File: src/rtl/xbms_pkg.sv
// xbms_pkg: shared constants and types for the GF(2) basis block.
// Used by xbms_cell and xor_basis_max_subset; depends on nothing.
`timescale 1ns / 1ps

package xbms_pkg;

   localparam int WIDTH_DEF    = 60;
   localparam int VECTOR_W     = 60;
   localparam int RANK_FIELD_W = 6;
   localparam int REQ_DATA_W   = 64;
   localparam int RSP_DATA_W   = 72;

   localparam int RSP_JOIN_BIT = VECTOR_W;
   localparam int RSP_RANK_LO  = VECTOR_W + 1;

   typedef struct packed {
      logic valid;
      logic done;
   } ins_ctl_type;

endpackage

File: src/rtl/xbms_cell.sv
// xbms_cell: one basis row of the chain, the owner of leading bit BIT.
// Reduces the insert wave, then folds its row into the max-XOR wave that trails it.
// Depends on xbms_pkg.
`timescale 1ns / 1ps

module xbms_cell #(
   parameter int WIDTH  = xbms_pkg::WIDTH_DEF,
   parameter int BIT    = 0,
   parameter int RANK_W = $clog2(WIDTH + 1)
) (
   input  logic                  clock,
   input  logic                  reset,
   input  logic                  en,
   input  logic [WIDTH-1:0]      ins_vec_i,
   input  xbms_pkg::ins_ctl_type ins_ctl_i,
   output logic [WIDTH-1:0]      ins_vec_o,
   output xbms_pkg::ins_ctl_type ins_ctl_o,
   input  logic                  mx_valid_i,
   input  logic [WIDTH-1:0]      mx_acc_i,
   input  logic [RANK_W-1:0]     mx_rank_i,
   output logic                  mx_valid_o,
   output logic [WIDTH-1:0]      mx_acc_o,
   output logic [RANK_W-1:0]     mx_rank_o
);

   logic [WIDTH-1:0]      row_ff, row_in;
   logic [WIDTH-1:0]      ins_vec_ff, ins_vec_in;
   xbms_pkg::ins_ctl_type ins_ctl_ff, ins_ctl_in;
   logic                  mx_valid_ff, mx_valid_in;
   logic [WIDTH-1:0]      mx_acc_ff, mx_acc_in;
   logic [RANK_W-1:0]     mx_rank_ff, mx_rank_in;

   logic hit, store, row_nz;

   always_comb begin
      hit    = ins_ctl_i.valid && !ins_ctl_i.done && ins_vec_i[BIT];
      store  = hit && (row_ff == '0);
      row_nz = (row_ff != '0);

      row_in           = store ? ins_vec_i : row_ff;
      ins_vec_in       = (hit && !store) ? (ins_vec_i ^ row_ff) : ins_vec_i;
      ins_ctl_in.valid = ins_ctl_i.valid;
      ins_ctl_in.done  = ins_ctl_i.done | store;

      mx_valid_in = mx_valid_i;
      mx_acc_in   = (mx_valid_i && row_nz && !mx_acc_i[BIT]) ? (mx_acc_i ^ row_ff) : mx_acc_i;
      mx_rank_in  = (mx_valid_i && row_nz) ? (mx_rank_i + RANK_W'(1)) : mx_rank_i;
   end

   always_ff @(posedge clock) begin
      if (reset) begin
         row_ff         <= '0;
         ins_ctl_ff     <= '0;
         mx_valid_ff    <= 1'b0;
      end else if (en) begin
         row_ff         <= row_in;
         ins_ctl_ff     <= ins_ctl_in;
         mx_valid_ff    <= mx_valid_in;
      end
   end

   always_ff @(posedge clock) begin
      if (en) begin
         ins_vec_ff <= ins_vec_in;
         mx_acc_ff  <= mx_acc_in;
         mx_rank_ff <= mx_rank_in;
      end
   end

   assign ins_vec_o  = ins_vec_ff;
   assign ins_ctl_o  = ins_ctl_ff;
   assign mx_valid_o = mx_valid_ff;
   assign mx_acc_o   = mx_acc_ff;
   assign mx_rank_o  = mx_rank_ff;

endmodule
File: config.mk
export PLATFORM = sky130hd
export DESIGN_NAME = xbms_cell
export DESIGN_NICKNAME = d
export VERILOG_FILES = /design/src/rtl/xbms_pkg.sv /design/src/rtl/xbms_cell.sv
export SDC_FILE = /design/constraint.sdc
export NUM_CORES = 1
export LEC_CHECK = 0
export ABC_CLOCK_PERIOD_IN_PS = 2250
export BUFFER_PORTS_ARGS = -buffer_cell sky130_fd_sc_hd__buf_2
export CAP_MARGIN = 5
export CORE_MARGIN = 5
export CORE_UTILIZATION = 34
export CTS_CLUSTER_DIAMETER = 200
export DETAILED_ROUTE_END_ITERATION = 8
export PLACE_DENSITY = 0.59
export SYNTH_ARGS = -nofsm -noshare
export SYNTH_HDL_FRONTEND = slang
export SYNTH_SLANG_ARGS = --single-unit
export TNS_END_PERCENT = 10
File: constraint.sdc
create_clock -name clock -period 2.25 [get_ports clock]
set_input_delay 0.1125 -clock clock [delete_from_list [all_inputs] [get_ports clock]]
set_output_delay 0.1125 -clock clock [all_outputs]
set_load 0.1 [all_outputs]
==> impl_metrics.ini, run 1 <==
[outcome]
outcome = completed

[grt]
antenna_found_initial = 0
grt_use_total_pct = 17.0
grt_pass1_vias = 6463
grt_max_degree = 131
grt_pass1_wl_um = 34900
grt_overflow = 0

[placement]
dpl_worst_slack_ns = 0.102
dp_hpwl_um = 14800
place.port_buffers = 260
dpl-instance-area_um2 = 9390
place.gp.congestion = 0.761

[final_layout]
final_area_um2 = 11200
synthToLayoutAreaGrowth_pct = 47.8
antennaDiodeCount = 0
fin_nets = 1160
drive_gt1_share_pct = 31.2

[pwr]
p_clk_share_pct = 31.1
sequentialPowerShare_pct = 43.4
max-vdd-ir-drop_mv = 0.495
p_int_uw = 6080
power.share.switching_pct = 34.5
powerDensity_nw_per_um2 = 830
design_power_total_uw = 9280
p_sw_uw = 3200
pwr-share-comb_pct = 25.5
p_leak_uw = 0.00437

[synthesis]
synth_adder_area_share_pct = 0.165
synthMuxAreaShare_pct = 0.413
ys_ff_latch = 189
syn-cell-area_um2 = 7570
synth_warnings = 0
synth_compound_area_share_pct = 4.53
ys.flop_type = edfxtp_1
syn_nets = 760
synth_edf_count = 126
ys_seq_area_share_pct = 66.7
synth_area_leaders = edfxtp_1 (50%), dfxtp_1 (17%), xnor2_1 (14%)
netlist_instances = 627
synth_common_cells = edfxtp_1 (126), xnor2_1 (120), nand2_1 (118)
synth_top_family_by_area = XOR/XNOR gates
synth_top_cell_area_share_pct = 50.0
yosysUniqueCellTypes = 30
synth-xor-area-share_pct = 14.2
synthArstFlopShare_pct = 0
synth.most_common_cell = edfxtp_1
postSynthAreaPerCell_um2 = 12.1
yosys.area.top_type = edfxtp_1
yosys.area_share.simple_pct = 11.7

[worst_setup_path]
worst_r2r_endpoint = mx_rank_o[4]
cp-startpoint = row_ff[59]
ff2ff_setup_slack_ns = 0.08
worstSetupEndpoint = mx_rank_o[4]
cp-start-kind = flop
cp-end-kind = flop
ff2ff_path_depth = 7
r2r_start = row_ff[59]
path_class = flop to flop
worstPathMaxFanout = 5
cp.arrival_ns = 2.34
required_ns = 2.42

[routing]
drcViolationCount = 0
wire_per_inst_um = 16.3
vias_per_cell = 4.50
detail-route-antenna-nets = 0
first_pass_iters = 7
drt_iter0_drc = 268
routed_wl_um = 21600
num_vias = 5945

[floorplanning]
core_area_um2 = 21900
die_w_um = 159
dieHeight_um = 159
pin_count = 261
die_area_um2 = 25300
rows = 54
floorplan.initialDensity_pct = 34.6

[timing]
fmax_mhz = 461
period_needed_ns = 2.17
hold_ws_ns = 0.0297
hold_violations = 0
skew_ns = 0.0130
rsz0062_at_grt = no
final.setup.tns_ns = 0
finalCritPeriodShare_pct = 96.4
relSlewSlack_pct = 49.1
setup_viol = 0
finalWorstSetupSlack_ns = 0.0803
drv_slew = 0
worstMarginPinSlew_ns = 0.764

[min_path]
hp-class = input port to flop

[clock_network]
post_cts_buffers = 0
clkTransAtPathRegs_ns = 0.07
cts_root_buffer = clkbuf_16
clkSinkCount = 189
clk_path_buf_depth = 2
cts_tree = yes
cts_htree_levels = 4
numCtsBuffers = 17
clk_latency_ns = 0.43

[flow_run]
max_cap_viol_count = 0
[timing repair]
action | in CTS | in global routing
endpoints found under the setup margin | 0 | 11
hold buffers | 122 | 0
resized for setup | 0 | 3
hold endpoints to repair | 178 | 0
[worst max-delay path, cell delays in order, from the launching register on]
cell and delay [ns]:
dfxtp_1 0.36, nor4_1 0.56, and4_1 0.36, a41o_1 0.18, buf_4 0.13, buf_4 0.13
nor2_1 0.05, xor2_1 0.14
[stage by stage]
stage          instances  utilization, %
2_1_floorplan        627               -
4_1_cts             1320            51.0
6_report            1320            51.1
3_5_place_dp        1166            42.9
3_3_place_gp        1166            42.9
5_1_grt             1320            51.1
[cells in the final DEF, fill, tap and decap left out, types with 8 or more instances in the layout]
| cell | instances |
|---|---|
| buf_2 | 259 |
| xnor2_1 | 120 |
| buf_12 | 8 |
| nor2_1 | 67 |
| nand2_1 | 118 |
| buf_4 | 18 |
| edfxtp_1 | 126 |
| dfxtp_1 | 63 |
| dlygate4sd3_1 | 122 |
| clkbuf_16 | 17 |
| a21oi_1 | 59 |
| nor4_1 | 12 |
[area by class of cell]
type,count,area [µm²]
fillers,1967,10700
clock buffers,17,425
inverters,6,22.5
repair buffers,408,2820
flip-flops and latches,189,5040
multi-input cells,405,2380
well taps,280,350
clock inverters,15,129
[power groups by stage]
stage	Combinational (µW)	Clock [µW]	Sequential, µW
2_1_floorplan	504	0	5130
3_3_place_gp	2210	0	4100
3_5_place_dp	2220	0	4100
4_1_cts	2390	2980	4030
5_1_grt	2490	3140	4050
6_report	2370	2880	4030
[cell families after synthesis]
| family | after synthesis |
|---|---|
| xor+xnor | 123 |
| flops | 189 |
| compound gates | 64 |
| simple gates | 214 |
| buf+inv | 33 |
| fa+ha+maj | 1 |
| mux | 3 |
[worst min-delay path by stage]
stage	start	to	slack (ns)	cells after the start
after floorplan	en	ins_vec_o[0]	0.22	0
after global placement	ins_vec_i[30]	row_ff[30]	0.36	3
after detailed placement	ins_vec_i[48]	row_ff[48]	0.38	3
after CTS	mx_rank_i[4]	mx_rank_o[4]	0.003	2
after global routing	mx_rank_i[4]	mx_rank_o[4]	0.003	2
final	mx_rank_i[0]	mx_rank_o[0]	0.03	2
[state kept, by name (all words and copies together), names as in the netlist]
| name | cells |
|---|---|
| mx_valid_o | 1 |
| ins_vec_o | 60 |
| mx_rank_o | 6 |
| mx_acc_o | 60 |
| ins_ctl_o | 2 |
| row_ff | 60 |
[routing by layer]
metal,wire length (µm),vias up,track usage (%)
met5,0,-,0
met4,391,0,5.12
met3,1520,26,5.44
met2,10500,205,28.1
met1,9150,2795,21.4
li1,-,2919,-
No activity file was read; power rests on OpenSTA's default activity.
==> run 2: changes to the inputs <==
--- a/config.mk
+++ b/config.mk
@@ -13,6 +13,7 @@
 export CTS_CLUSTER_DIAMETER = 200
 export DETAILED_ROUTE_END_ITERATION = 8
 export PLACE_DENSITY = 0.59
+export RECOVER_POWER = 50
 export SYNTH_ARGS = -nofsm -noshare
 export SYNTH_HDL_FRONTEND = slang
 export SYNTH_SLANG_ARGS = --single-unit
==> run 2 against run 1 <==
Compared with the run above: clock power hardly changed; non-clock buffer count did not move; register-to-register slack barely moved; utilization decreased by 0.57 points; hold slack worse by 0.0026 ns; critical path depth stayed put; die area unchanged; largest power group unchanged; flip-flop and latch count unchanged; wire length up 0.34%.
==> impl_metrics.ini, run 2 (same netlist as run 1, synthesis figures left out) <==
[pwr]
p_leak_uw = 0.00411
max-vdd-ir-drop_mv = 0.494
powerDensity_nw_per_um2 = 836

[clock_network]
numCtsBuffers = 17
clkSinkCount = 189
cts_htree_levels = 4
cts_root_buffer = clkbuf_16
clkTransAtPathRegs_ns = 0.07
clk_path_buf_depth = 2
post_cts_buffers = 0
clk_latency_ns = 0.43
cts_tree = yes

[grt]
gr-max-usage-layer = met2
grt_max_degree = 131
antenna_found_initial = 0
grt_pass1_wl_um = 34900
grt_util_met2_pct = 28.1
grt_pass1_vias = 6463
gr-usage-met1_pct = 21.4
grt_overflow = 0
grt_use_total_pct = 17.0
use_met3_pct = 5.44

[timing]
final.setup.tns_ns = 0
fmax_mhz = 461
period_needed_ns = 2.17
hold_violations = 0
hold_ws_ns = 0.0271
rsz0062_at_grt = no
skew_ns = 0.0136
finalCritPeriodShare_pct = 96.5
drv_slew = 0
relSlewSlack_pct = 17.1
worstMarginPinSlew_ns = 1.25
setup_viol = 0

[worst_setup_path]
required_ns = 2.42
cpMostUsedCell = buf_4
worstPathMaxFanout = 5
slowest_delay_ns = 0.56
crit_slowest_cell = nor4_1
path_buf_inv = 2
crit_chain = nor4_1, and4_1, a41o_1, buf_4, buf_4, nor2_1, xor2_1
cp.arrival_ns = 2.34
cp-start-kind = flop
cp-end-kind = flop
path_class = flop to flop
crit_family = simple AND/OR/NAND/NOR gates

[final_layout]
drive_gt1_share_pct = 22.3
synthToLayoutAreaGrowth_pct = 46.1
final_cell_mix = buf_2 (169), edfxtp_1 (126), dlygate4sd3_1 (122), xnor2_1 (120), nand2_1 (118)
mostFrequentLayoutCell = buf_2
antennaDiodeCount = 0
fin_nets = 1160

[floorplanning]
core_area_um2 = 21900
floorplan.initialDensity_pct = 34.6
die_w_um = 159
die_area_um2 = 25300
pin_count = 261
rows = 54
dieHeight_um = 159

[routing]
drcViolationCount = 0
first_pass_iters = 4
wire_per_inst_um = 16.4
num_vias = 5934
vias_per_cell = 4.50
drt_iter0_drc = 269
routed_wl_um = 21600
detail-route-antenna-nets = 0

[placement]
dp_hpwl_um = 14800
place.port_buffers = 260
place.gp.congestion = 0.761

[flow_run]
max_cap_viol_count = 0

[outcome]
outcome = completed

[min_path]
hp-class = input port to flop
==> run 2: routing by layer <==
metal  wire, µm  vias up
li1           -     2922
met1       9260     2796
met2      10600      193
met3       1480       23
met4        335        0
met5          0        -
==> run 2: what timing repair did <==
| item | in CTS | in global routing |
|---|---|---|
| hold buffers | 122 | 0 |
| endpoints found under the setup margin | 0 | 11 |
| endpoints found under the hold margin | 178 | 0 |
| gates resized for setup | 0 | 3 |
==> run 2: power by group <==
| part | total (µW) | internal [µW] | switching [µW] |
|---|---|---|---|
| combinational | 2340 | 661 | 1680 |
| clock | 2880 | 1460 | 1420 |
| sequential | 4030 | 3930 | 101 |
==> run 2: cell type report <==
type,count,area [µm²]
Clock buffer,17,425
Clock inverter,15,129
Fill cell,2014,10800
Inverter,6,22.5
Multi-Input combinational cell,405,2380
Sequential cell,189,5040
Tap cell,280,350
Timing Repair Buffer,408,2700
==> run 2: stage by stage <==
| step | setup WS, ns | cells | power, µW | cell area, µm² | util, % |
|---|---|---|---|---|---|
| global route | 0.00130 | 1320 | 9660 | 11100 | 50.5 |
| detailed placement | 0.102 | 1166 | 6320 | 9390 | 42.9 |
| finish | 0.0793 | 1320 | 9250 | 11100 | 50.5 |
| global placement | 0.0856 | 1166 | 6310 | 9390 | 42.9 |
| CTS | 0.0798 | 1320 | 9400 | 11200 | 51.0 |
| floorplan | 0.552 | 627 | 5630 | 7570 | - |
==> run 2: final timing paths <==
check	from	to	slack (ns)	cells past startpoint
setup / recovery	row_ff[59]	mx_rank_o[4]	0.08	7
hold reg to reg	ins_ctl_o[1]	ins_ctl_o[1]	0.51	2
hold / removal	mx_rank_i[0]	mx_rank_o[0]	0.03	2
setup reg to reg	row_ff[59]	mx_rank_o[4]	0.08	7
